`config.mk`:
```
export PLATFORM = sky130hd
export DESIGN_NAME = lper_relax
export DESIGN_NICKNAME = d
export VERILOG_FILES = /design/src/rtl/lper_pkg.sv /design/src/rtl/lper_relax.sv
export SDC_FILE = /design/constraint.sdc
export NUM_CORES = 1
export LEC_CHECK = 0
export ABC_AREA = 1
export BUFFER_PORTS_ARGS = -buffer_cell sky130_fd_sc_hd__buf_2
export CAP_MARGIN = 20
export CELL_PAD_IN_SITES_DETAIL_PLACEMENT = 0
export CELL_PAD_IN_SITES_GLOBAL_PLACEMENT = 1
export CORE_MARGIN = 3
export CORE_UTILIZATION = 31
export DETAILED_ROUTE_END_ITERATION = 10
export GPL_TIMING_DRIVEN = 0
export PLACE_DENSITY_LB_ADDON = 0.2
export SLEW_MARGIN = 30
export SYNTH_ARGS = -nofsm -noshare
export SYNTH_HDL_FRONTEND = slang
export SYNTH_SLANG_ARGS = --single-unit
```
`constraint.sdc`:
```
create_clock -name clk -period 3.02 [get_ports clk]
set_input_delay 0.151 -clock clk [delete_from_list [all_inputs] [get_ports clk]]
set_output_delay 0.151 -clock clk [all_outputs]
set_load 0.005 [all_outputs]
```
`src/rtl/lper_pkg.sv`:
```
package lper_pkg;

  // Widths fixed by the field formats.
  localparam int NodeW   = 12;
  localparam int WeightW = 32;
  localparam int ScoreW  = 64;

  // Default sizes of the node table and the edge store.
  localparam int MaxNodesDef = 4096;
  localparam int MaxEdgesDef = 8192;

  // Register indexes on the configuration port (byte address bit 2).
  localparam logic CFG_NODE_COUNT  = 1'b0;
  localparam logic CFG_TARGET_NODE = 1'b1;

  // Saturation limits of a score.
  localparam logic signed [ScoreW-1:0] SCORE_MAX = {1'b0, {(ScoreW-1){1'b1}}};
  localparam logic signed [ScoreW-1:0] SCORE_MIN = {1'b1, {(ScoreW-1){1'b0}}};

  // One incoming edge word.
  typedef struct packed {
    logic [NodeW-1:0]          from_node;
    logic [NodeW-1:0]          to_node;
    logic signed [WeightW-1:0] edge_weight;
    logic                      last_edge;
  } in_word_t;

  // One result word.
  typedef struct packed {
    logic signed [ScoreW-1:0] best_score;
    logic                     target_reached;
    logic                     unbounded;
  } out_word_t;

  // One entry of the node table.
  typedef struct packed {
    logic                     reached;
    logic signed [ScoreW-1:0] score;
  } node_word_t;

  // Decision of the relaxation unit for the edge in flight.
  typedef struct packed {
    logic                     relax;
    logic signed [ScoreW-1:0] cand;
  } relax_res_t;

endpackage

```
`src/rtl/lper_relax.sv`:
```
module lper_relax
  import lper_pkg::*;
(
  input  logic                      clk,
  input  logic                      load,
  input  node_word_t                src_q,
  input  node_word_t                dst_q,
  input  logic signed [WeightW-1:0] weight,
  input  logic                      in_range,
  output relax_res_t                res
);

  logic signed [ScoreW:0]   sum;
  logic signed [ScoreW-1:0] sat;
  logic signed [ScoreW-1:0] cand_r;
  node_word_t               dst_r;
  logic                     ok_r;

  // Candidate score: source score plus weight, clamped to the 64-bit range.
  always_comb begin
    sum = (ScoreW+1)'($signed(src_q.score)) + (ScoreW+1)'(weight);
    if (sum[ScoreW] != sum[ScoreW-1]) begin
      sat = sum[ScoreW] ? SCORE_MIN : SCORE_MAX;
    end else begin
      sat = sum[ScoreW-1:0];
    end
  end

  // Hold the candidate and the destination entry for the compare cycle.
  always_ff @(posedge clk) begin
    if (load) begin
      cand_r <= sat;
      dst_r  <= dst_q;
      ok_r   <= in_range & src_q.reached;
    end
  end

  // In-range edge from a reached node relaxes if dst is new or cand better.
  assign res.relax = ok_r && (!dst_r.reached || ($signed(dst_r.score) < cand_r));
  assign res.cand  = cand_r;

endmodule

```
# [Word level (Yosys, flattened, before mapping)]
# Index checks and enable logic that the tools add are counted.
[classes] add_sub_neg=1 n_lt_le_gt_ge=1 n_eq_ne=1 muxes=2 bitwise=1 n_reduce_logical=3
[op_table] cell="$mux W64" count=2
[op_table] cell="$add A64 B32 Y65" count=1
[op_table] cell="$lt A64 B64 Y1" count=1
[op_table] cell="$and A1 B1 Y1" count=1
[op_table] cell="$logic_and A1 B1 Y1" count=1
[op_table] cell="$logic_not A1 Y1" count=1
[op_table] cell="$logic_or A1 B1 Y1" count=1
[op_table] cell="$ne A1 B1 Y1" count=1
[totals] ff_bits=130 out_inout_bits=65 wordCells=13

# [Logic depth before layout (Yosys ltp)]
# Gate-level depths: netlist of the first run.
[logic_depth] ltp_word=3 ltp_mapped=20

# [Worst setup path after synthesis of the first run]
# Ideal clock, no wire load.
[synth_path] kind="in2reg" start="input port src_q[0] (netlist bit)" end="register cand_r[23] (data pin)" setup_ps=256 arrival_time_ps=2121 path_slack_ps=644 cell_stages=20 path_buffers=2 cell_sequence="ha_1 -> inv_1 -> fa_1 -> nand3b_1 -> nand2_1 -> nand2_1 -> nand2_1 -> nand2_1 -> nand2_2 -> nand2_1 -> nand2_2 -> nand2_2 -> nand2_1 -> nand2_1 -> nand2_2 -> nand3_2 -> buf_6 -> buf_6 -> nand2_2 -> nand2_1"
[synth_between] elab_chain_len=3
[synth_rtl] element="start: declaration" line="lper_relax.sv:6" text="input node_word_t src_q,"
[synth_rtl] element="$add A64 B32 Y65 (*)" line="lper_relax.sv:21" text="sum = (ScoreW+1)'($signed(src_q.score)) + (ScoreW+1)'(weight);"
[synth_rtl] element="$mux W64 / $ne A1 B1 Y1 (equally long branches)" line="lper_relax.sv:23, lper_relax.sv:22"
[synth_rtl] element="$mux W64 (*)" line="lper_relax.sv:22" text="if (sum[ScoreW] != sum[ScoreW-1]) begin"
[synth_rtl] element="named net sat[23]" line="lper_relax.sv:14" text="logic signed [ScoreW-1:0] sat;"
[synth_rtl] element="end signal: assignment" line="lper_relax.sv:32" text="cand_r <= sat;"
[synth_rtl] element="end: declaration" line="lper_relax.sv:15" text="logic signed [ScoreW-1:0] cand_r;"
# Mark *: on every way through the listed nets, which the timed path passes. The rest lies on a longest branch.
# A chain may end at the register's enable or synchronous reset.

# [Worst setup path after layout of the first run]
[layout_path] start="input port weight[31]" end="register cand_r[0] (data pin)"
[layout_between] elab_chain_len=3
[layout_rtl] element="start: declaration" line="lper_relax.sv:8" text="input logic signed [WeightW-1:0] weight,"
[layout_rtl] element="$add A64 B32 Y65 (*)" line="lper_relax.sv:21"
[layout_rtl] element="$mux W64 / $ne A1 B1 Y1 (equally long branches)" line="lper_relax.sv:23, lper_relax.sv:22"
[layout_rtl] element="$mux W64 (*)" line="lper_relax.sv:22"
[layout_rtl] element="named net sat[0]" line="lper_relax.sv:14"
# Marked as above.

==> results of run 1 <==
==> per-stage QoR <==
stage,total power [mW],TNS (ns)
floorplan,3.918,0
global route,7.496,0
detailed placement,4.901,-15.74
finish,6.982,0
global placement,4.875,-14.68
CTS,7.070,0
==> worst max-delay path by stage <==
stage / from / cells past startpoint / slack, ns / to
2_1_floorplan: src_q[0] / 20 / 0.64 / cand_r[23]$_DFFE_PP_
3_3_place_gp: weight[31] / 13 / -0.36 / cand_r[0]$_DFFE_PP_
3_5_place_dp: weight[31] / 13 / -0.36 / cand_r[0]$_DFFE_PP_
4_1_cts: weight[31] / 13 / 0.08 / cand_r[0]$_DFFE_PP_
5_1_grt: weight[31] / 13 / 0.02 / cand_r[0]$_DFFE_PP_
6_report: weight[31] / 13 / 0.25 / cand_r[0]$_DFFE_PP_
==> cell usage in the layout (no fill, tap or decap), drive strengths merged, types with 4 or more instances in the layout <==
| cell | n |
|---|---|
| a21o | 4 |
| xor2 | 31 |
| clkbuf | 17 |
| nand3b | 14 |
| inv | 260 |
| dlygate4sd3 | 67 |
| nand4 | 8 |
| nand3 | 43 |
| buf | 242 |
| ha | 127 |
| nor3 | 19 |
| nor2 | 171 |
| o21bai | 27 |
| o21ai | 60 |
| edfxtp | 130 |
| nand2 | 535 |
| a21oi | 118 |
| xnor2 | 6 |
==> sequential cells by signal (all words and copies together), names as in the netlist <==
| signal | cells |
|---|---|
| dst_r | 65 |
| cand_r | 64 |
| ok_r | 1 |
==> repair_timing <==
| action | 4_1_cts | 5_1_grt |
|---|---|---|
| gates resized for setup | 0 | 7 |
| hold buffers | 67 | 0 |
| endpoints found under the setup margin | 0 | 61 |
| endpoints found under the hold margin | 66 | 0 |
==> final cells by class <==
class	count	area (um^2)
clock inverters	15	168.9
repair buffers	297	1857
clock buffers	17	425.4
inverters	252	945.9
well taps	461	576.8
plain buffers	12	87.58
flip-flops and latches	130	3904
fillers	3898	21360
multi-input cells	1175	6332
==> power breakdown <==
part	internal, mW	total (mW)	switching, mW	leakage, nW
Clock	1.24	2.06	0.822	0.286
Sequential	2.33	2.49	0.158	1.27
Combinational	0.939	2.43	1.50	5.69
==> per-layer routing <==
metal  part of all wire  wire, um
met1               0.49     18860
met2               0.45     17300
met3              0.041      1564
met4              0.013       510
met5                  0         0
==> cell families (layout without fill, tap and decap cells) <==
logic type	Yosys count	in the layout	share of synthesized area
adder cells (fa/ha/maj)	128	128	0.1429
AND/OR/NAND/NOR	796	796	0.2865
AO/OA/AOI/OAI	214	214	0.1031
buffers and inverters	264	593	0.09181
flip-flops	130	130	0.3468
XOR/XNOR	37	37	0.02879
==> out/results.ini, run 1 <==
[run_status]
status=finished clean

[routing]
num_vias=10879
drt_iter0_markers=530
drc_errors=0
totalWireLength_mm=38.23
final_antenna_net_count=0
viasPerCell=4.612
dr.pass1.iters=5
wl_per_cell_um=16.21

[synthesis]
ys.flop_type=edfxtp_1
synth.most_common_cell=nand2_1
async_flop_share=0
netlist_area_um2=11260
ys_ff_latch=130
syn_avg_cell_area_um2=7.175
seq_area_frac_synth=0.3468
yosys_warnings=0
synth_edf_count=130
synth_cell_type_count=33
syn_inst=1569
synth.area.top_cells=edfxtp_1 (35%), nand2_1 (17%), ha_1 (14%)
synth_area_leader_cell=edfxtp_1
synth_top_area_frac=0.3468
syn-num-nets=1862
yosys-top-cells-count=nand2_1 (519), inv_1 (240), nor2_1 (168)

[placed_design]
dp_hpwl_mm=32.83
dp.cells=2260
dp_slack_ns=-0.3567
portBuffers=229
place_area_um2=13020
gp_congestion=0.8762

[worst_setup_path]
cp.buffers_inverters=2
cp_top_family=simple AND/OR/NAND/NOR gates
cp_data_arrival_time_ns=2.91
cp-start-kind=input port
worst-setup-path-type=in2reg
critical_path.slowest_cell=ha_1
critical_path.max_stage_delay_ns=0.38
worstPathRequired_ns=3.16
cp-end-kind=register
crit_chain=buf_4 -> ha_1 -> a21oi_1 -> nand2_1 -> a21oi_1 -> nand2_1 -> a21oi_1 -> nand2_1 -> nand2_1 -> nand2_1 -> nand2_2 -> buf_2 -> nand2_1
worstPathMaxFanout=33
critPathMostFrequentCell=nand2_1

[global_route]
grt_pass1_wl_mm=57.93
use_met3=0.01744
grtUsageMet2=0.3223
track_usage=0.1951
grt.busiest_layer=met2
grt_overflow_total=0
antenna_found_initial=0
grtUsageMet1=0.2796
grt_max_degree=87
grt_pass1_vias=10794

[floorplanning]
num_rows=69
die_height_um=196.6
ios=230
initial_core_util=0.3157
coreArea_um2=35660
die_w_um=196.6
die-area_um2=38640

[sta]
rsz0062_at_grt=no
setup_viol=0
worstMarginPinSlew_ns=0.5730
max_freq_ghz=0.3605
hold_viol=0
period_share=0.9185
slew_headroom=0.6140
timing.final.crit_period_ns=2.774
finalMaxSlewViolations=0
hold_slack_ns=0.1331
setup_ws_ns=0.2460

[cts]
clkSlewWorstSetupHoldPaths_ns=0.06
ctsHtreeMaxLevel=4
cts_tree=done
cts_root_buffer=clkbuf_16
cts.path.max_buffers=2
postCtsSetupBuffers=0
clkSinkCount=130
cts_buffers=17

[final_layout]
layout.cells.non_filler=2359
antenna_cells=0
finish.utilization=0.4010
drive_gt1_frac=0.1649
final_area_um2=14300
syn_to_final_growth_pct=27.01
fin_nets=2178

[pwr]
power_density_nw_per_um2=488.3
vdd_drop_max_v=0.0003780
p_leak_nw=7.249

[hold_path]
min_from=load
hold_path_end=dst_r[62]$_DFFE_PP_
hold_path.class=in2reg
min_path_cells=1

[run]
maxCapViolations=0

No activity file was read; power rests on OpenSTA's default activity.
==> run 2, diff against run 1 <==
SETUP_SLACK_MARGIN = 0.3   (was not set)
==> out/results.ini, run 2 (same netlist as run 1, synthesis figures left out) <==
[run_status]
status=finished clean  ; unchanged

[pwr]
p_leak_nw=7.286  ; was 7.249 nW
vdd_drop_max_v=0.0003805  ; was 0.0003780 V
power_density_nw_per_um2=487.8  ; was 488.3 nW/um^2

[sta]
hold_viol=0  ; unchanged
timing.final.crit_period_ns=2.532  ; was 2.774 ns
slew_headroom=0.6127  ; was 0.6140
setup_viol=0  ; unchanged
period_share=0.8383  ; was 0.9185
finalMaxSlewViolations=0  ; unchanged
setup_tns_ns=0  ; unchanged
worstMarginPinSlew_ns=0.5748  ; was 0.5730 ns
max_freq_ghz=0.3950  ; was 0.3605 GHz
rsz0062_at_grt=no  ; unchanged

[cts]
cts_buffers=17  ; unchanged
cts_tree=done  ; unchanged
clkSlewWorstSetupHoldPaths_ns=0.06  ; about the same
cts.path.max_buffers=2  ; unchanged
clkSinkCount=130  ; unchanged
cts_root_buffer=clkbuf_16  ; unchanged
ctsHtreeMaxLevel=4  ; unchanged

[global_route]
track_usage=0.1951  ; unchanged
grt_max_degree=87  ; unchanged
grt_overflow_total=0  ; unchanged
grt_pass1_vias=10794  ; unchanged
antenna_found_initial=0  ; unchanged
grt_pass1_wl_mm=57.93  ; unchanged

[hold_path]
hold_path.class=in2reg  ; unchanged
min_from=load  ; unchanged

[floorplanning]
num_rows=69  ; unchanged
die_height_um=196.6  ; unchanged
ios=230  ; unchanged
coreArea_um2=35660  ; unchanged
initial_core_util=0.3157  ; unchanged
die_w_um=196.6  ; unchanged
die-area_um2=38640  ; unchanged

[final_layout]
largest_reg_flops=65  ; unchanged
final_cell_mix=nand2_1 (515), inv_1 (238), buf_2 (232), nor2_1 (163), edfxtp_1 (130)  ; was nand2_1 (519), inv_1 (240), buf_2 (234), nor2_1 (168), edfxtp_1 (130)
finish.utilization=0.4050  ; was 0.4010
n_fill_cell=3880  ; was 3,898
drive_gt1_frac=0.1777  ; was 0.1649
layout.cells.non_filler=2363  ; was 2,359
largestRegisters=dst_r (65), cand_r (64), ok_r (1)  ; unchanged
final_area_um2=14440  ; was 14,300 um^2
final_common_cell=nand2_1  ; unchanged
fin_nets=2182  ; was 2,178
syn_to_final_growth_pct=28.29  ; was 27.01%
largest-register=dst_r  ; unchanged
antenna_cells=0  ; unchanged

[routing]
drc_errors=0  ; unchanged
final_antenna_net_count=0  ; unchanged
dr.pass1.iters=5  ; unchanged
totalWireLength_mm=38.25  ; was 38.23 mm
num_vias=10910  ; was 10.88k
drt_iter0_markers=463  ; was 530
viasPerCell=4.617  ; was 4.612
wl_per_cell_um=16.19  ; was 16.21 um

[worst_setup_path]
worst-setup-path-type=in2reg  ; unchanged
worstPathRequired_ns=3.16  ; about the same
cp-start-kind=input port  ; unchanged
worstPathMaxFanout=10  ; was 33
cp-end-kind=register  ; unchanged
cp_data_arrival_time_ns=2.67  ; was 2.91 ns
crit_start=src_q[14]  ; was weight[31]

[placed_design]
place_area_um2=13020  ; unchanged
dp.cells=2260  ; unchanged
dp_hpwl_mm=32.83  ; unchanged
portBuffers=229  ; unchanged
gp_congestion=0.8762  ; unchanged

[run]
maxCapViolations=0  ; unchanged

-- run 2: area by class of cell --
type	instances	area, um^2	area share
plain buffers	12	92.59	0.006411
clock buffers	17	425.4	0.02946
clock inverters	15	168.9	0.01170
inverters	252	945.9	0.06550
multi-input cells	1175	6437	0.4458
flip-flops and latches	130	3904	0.2703
well taps	461	576.8	0.03994
repair buffers	301	1891	0.1309
-- run 2: power breakdown --
part	leakage (nW)	internal (mW)	switching [mW]
Clock	0.286	1.24	0.824
Sequential	1.27	2.33	0.160
Combinational	5.73	0.969	1.52
-- run 2: worst paths after layout --
check / to / slack (ns) / cells past startpoint
hold / removal: dst_r[62]$_DFFE_PP_ / 0.14 / 1
setup / recovery: cand_r[0]$_DFFE_PP_ / 0.49 / 15
-- run 2: routing by layer --
layer,global-route usage,vias to the layer above,share of wire
li1,-,5717,-
met1,0.2796,4917,0.49
met2,0.3223,250,0.45
met3,0.01744,26,0.040
met4,0.04251,0,0.014
met5,0,-,0
-- run 2: what timing repair did --
action,4_1_cts,5_1_grt
endpoints found under the setup margin,61,64
buffers inserted,0,4
gates cloned,0,0
hold buffers,67,0
endpoints found under the hold margin,66,0
resized for setup,1,33
pin swaps,0,9
-- run 2: through the flow --
stage	setup slack, ns	hold slack, ns	power, mW
finish	0.4884	0.1370	7.045
detailed placement	-0.3567	0.3291	4.901
global placement	-0.3607	0.3289	4.875
floorplan	0.6436	0.2499	3.918
CTS	0.3134	0.1207	7.070
global route	0.2878	0.1325	7.559
-- run 2: worst max-delay path, cell delays in order --
cell,delay [ns]
buf_2,0.10
ha_1,0.37
a21oi_1,0.32
nand2_1,0.13
a21oi_1,0.18
nand2_1,0.14
nand2_1,0.08
nand2_1,0.16
nand2_1,0.20
nand2_1,0.07
nand2_1,0.09
nand2_1,0.13
nand2_4,0.17
clkbuf_4,0.24
nand2_1,0.12
==> run 3, diff against run 2 <==
ABC_AREA = 0   (was 1)
clock period = 2.6 ns   (was 3.02 ns; I/O delays follow)
==> out/results.ini, run 3 <==
[sta]
rsz0062_at_grt=yes  ; was no
worstMarginPinSlew_ns=0.7247  ; was 0.5748 ns
slew_headroom=0.5168  ; was 0.6127
max_freq_ghz=0.3510
finalMaxSlewViolations=0  ; unchanged
hold_viol=0  ; unchanged
setup_viol=63  ; was 0
setup_ws_ns=-0.2494  ; was 0.4884 ns
period_share=1.096
timing.final.crit_period_ns=2.849
hold_slack_ns=0.1250  ; was 0.1370 ns

[worst_setup_path]
worstPathMaxFanout=2  ; was 10
worst-setup-path-type=reg2out  ; was in2reg
cp-end-kind=output port  ; was register
worstPathRequired_ns=2.47  ; was 3.16 ns
cp-start-kind=register  ; was input port
cp_data_arrival_time_ns=2.72  ; was 2.67 ns

[final_layout]
layout.cells.non_filler=1886  ; was 2,363
final_cell_mix=buf_2 (226), edfxtp_1 (130), ha_1 (105), inv_1 (72), dlygate4sd3_1 (67)  ; was nand2_1 (515), inv_1 (238), buf_2 (232), nor2_1 (163), edfxtp_1 (130)
largest_reg_flops=65  ; unchanged
drive_gt1_frac=0.3908  ; was 0.1777
antenna_cells=0  ; unchanged
syn_to_final_growth_pct=52.88  ; was 28.29%
n_fill_cell=3000  ; was 3,880
final_common_cell=buf_2  ; was nand2_1
largestRegisters=dst_r (65), cand_r (64), ok_r (1)  ; unchanged
multi_input_area_um2=6862  ; was 6437 um^2
largest-register=dst_r  ; unchanged
fin_nets=1731  ; was 2,182
register_area_um2=3904  ; unchanged

[hold_path]
hold_path.class=in2reg  ; unchanged
min_path_cells=1  ; unchanged
hold_path_end=dst_r[59]$_DFFE_PP_  ; was dst_r[62]$_DFFE_PP_
min_from=load  ; unchanged

[synthesis]
async_flop_share=0  ; unchanged
yosys-top-cells-count=edfxtp_1 (130), ha_1 (127), a21oi_1 (101)  ; was nand2_1 (519), inv_1 (240), nor2_1 (168)
synth_compound_area_frac=0.2337  ; was 0.1031
synthMuxAreaShare=0.002237  ; was 0
synthSimpleGateAreaFrac=0.1138  ; was 0.2865
ys_ff_latch=130  ; unchanged
synth_top_family_by_area=compound AO/OA/AOI/OAI gates  ; was simple AND/OR/NAND/NOR gates
synth.most_common_cell=edfxtp_1  ; was nand2_1
synthXorXnorAreaFrac=0.05307  ; was 0.02879
synth_edf_count=130  ; unchanged
seq_area_frac_synth=0.3878  ; was 0.3468
syn_avg_cell_area_um2=9.615  ; was 7.175 um^2
syn_inst=1047  ; was 1,569
synth_area_leader_cell=edfxtp_1  ; unchanged
yosys_warnings=0  ; unchanged
synth_cell_type_count=62  ; was 33
ys.flop_type=edfxtp_1  ; unchanged
syn-num-nets=1340  ; was 1,862
netlist_area_um2=10070  ; was 11,260 um^2
synth_fa_ha_area_frac=0.1598  ; was 0.1429
synth_top_area_frac=0.3878  ; was 0.3468
synth.area.top_cells=edfxtp_1 (39%), ha_1 (16%), a21oi_1 (5.0%)  ; was edfxtp_1 (35%), nand2_1 (17%), ha_1 (14%)

[routing]
viasPerCell=4.991  ; was 4.617
drc_errors=0  ; unchanged
totalWireLength_mm=34.30  ; was 38.25 mm
dr.pass1.iters=5  ; unchanged
wl_per_cell_um=18.19  ; was 16.19 um
drt_iter0_markers=552  ; was 463
num_vias=9413  ; was 10.91k
final_antenna_net_count=0  ; unchanged

[cts]
cts.path.max_buffers=2  ; unchanged
ctsHtreeMaxLevel=4  ; unchanged
clkSinkCount=130  ; unchanged
cts_root_buffer=clkbuf_16  ; unchanged
cts_tree=done  ; unchanged
cts_buffers=17  ; unchanged
clkSlewWorstSetupHoldPaths_ns=0.06  ; about the same

[run]
maxCapViolations=0  ; unchanged

[placed_design]
gp_congestion=0.8606  ; was 0.8762
portBuffers=229  ; unchanged
dp.cells=1712  ; was 2,260
dp_hpwl_mm=26.23  ; was 32.83 mm

[pwr]
p_sw_mw=3.105  ; was 2.508 mW
swShare=0.3411  ; was 0.3560
pwr-share-clk=0.263  ; was 0.293
seqPwrFrac=0.317  ; was 0.354
p_leak_nw=6.692  ; was 7.286 nW
internal_power_mw=5.999  ; was 4.537 mW
power_frac_comb=0.420  ; was 0.354
vdd_drop_max_v=0.0003769  ; was 0.0003805 V
power_density_nw_per_um2=591.5  ; was 487.8 nW/um^2

[global_route]
antenna_found_initial=0  ; unchanged
track_usage=0.1897  ; was 0.1951
grt_pass1_vias=9365  ; was 10.79k
grt_overflow_total=0  ; unchanged
grt_pass1_wl_mm=50.82  ; was 57.93 mm
grt_max_degree=84  ; was 87

[floorplanning]
die_w_um=186.2  ; was 196.6 um
num_rows=65  ; was 69
die-area_um2=34670  ; was 38,640 um^2
ios=230  ; unchanged
die_height_um=186.2  ; was 196.6 um
initial_core_util=0.3166  ; was 0.3157
coreArea_um2=31800  ; was 35,660 um^2

[run_status]
violations=setup timing
status=finished with violations  ; was finished clean

run 3: routing by layer:
metal	vias to the layer above	GRT usage	wire length [um]
li1	4701	-	-
met4	0	0.05660	632
met2	210	0.3107	16110
met1	4462	0.2642	16350
met3	40	0.02295	1207
met5	-	0	0
run 3: cells by family after synthesis:
kind of cell    Yosys count
compound gates          373
xor+xnor                 61
fa+ha+maj               128
buf+inv                 125
flops                   130
mux                       1
simple gates            229
run 3: timing repair:
item,in CTS,in global routing
gates cloned,9,1
resized for setup,269,123
hold buffers,67,0
setup buffers,49,16
setup endpoints to repair,65,65
pin swaps,39,48
hold endpoints to repair,66,0
run 3: worst max path at each step:
stage | endpoint | cells past startpoint | from | slack (ns)
floorplan | cand_r[42]$_DFFE_PP_ | 14 | src_q[49] | -0.17
global placement | cand_r[33]$_DFFE_PP_ | 13 | weight[31] | -1.57
detailed placement | cand_r[33]$_DFFE_PP_ | 13 | weight[31] | -1.57
CTS | res[64] | 12 | cand_r[1]$_DFFE_PP_ | -0.35
global route | res[64] | 13 | cand_r[37]$_DFFE_PP_ | -0.41
finish | res[64] | 12 | cand_r[25]$_DFFE_PP_ | -0.25
run 3: per-stage QoR:
stage / setup slack, ns / setup TNS [ns] / area (um^2) / total power [mW] / utilization
2_1_floorplan: -0.1680 / -5.313 / 10280 / 4.549 / -
3_5_place_dp: -1.571 / -86.76 / 12010 / 5.644 / 0.3775
6_report: -0.2494 / -10.60 / 15390 / 9.104 / 0.4840
4_1_cts: -0.3519 / -10.22 / 14780 / 8.859 / 0.4647
3_3_place_gp: -1.571 / -106.83 / 11970 / 5.632 / 0.3764
5_1_grt: -0.4098 / -16.52 / 15390 / 9.639 / 0.4840
run 3: critical path: stages, from the launching register on:
cell and delay (ns):
edfxtp_1 0.42, inv_2 0.10, ha_4 0.20, a21o_1 0.17
a21o_1 0.18, a21oi_2 0.12, o21ai_2 0.08, a211oi_2 0.22
o211ai_1 0.22, a21oi_2 0.20, nand3_1 0.10, a31oi_1 0.16
buf_2 0.13
run 3: cell type report:
type,count,area share
Tap cell,435,0.03536
Clock buffer,17,0.02764
Inverter,76,0.01854
Sequential cell,130,0.2536
Clock inverter,15,0.01081
Multi-Input combinational cell,792,0.4458
Buffer,49,0.03244
Timing Repair Buffer,372,0.1758
run 3: power groups by stage:
| stage | sequential (mW) | combinational (mW) | clock [mW] |
|---|---|---|---|
| 4_1_cts | 2.89 | 3.53 | 2.44 |
| 5_1_grt | 2.92 | 4.18 | 2.54 |
| 3_3_place_gp | 2.94 | 2.69 | 0 |
| 6_report | 2.89 | 3.82 | 2.39 |
| 2_1_floorplan | 2.87 | 1.68 | 0 |
| 3_5_place_dp | 2.93 | 2.71 | 0 |
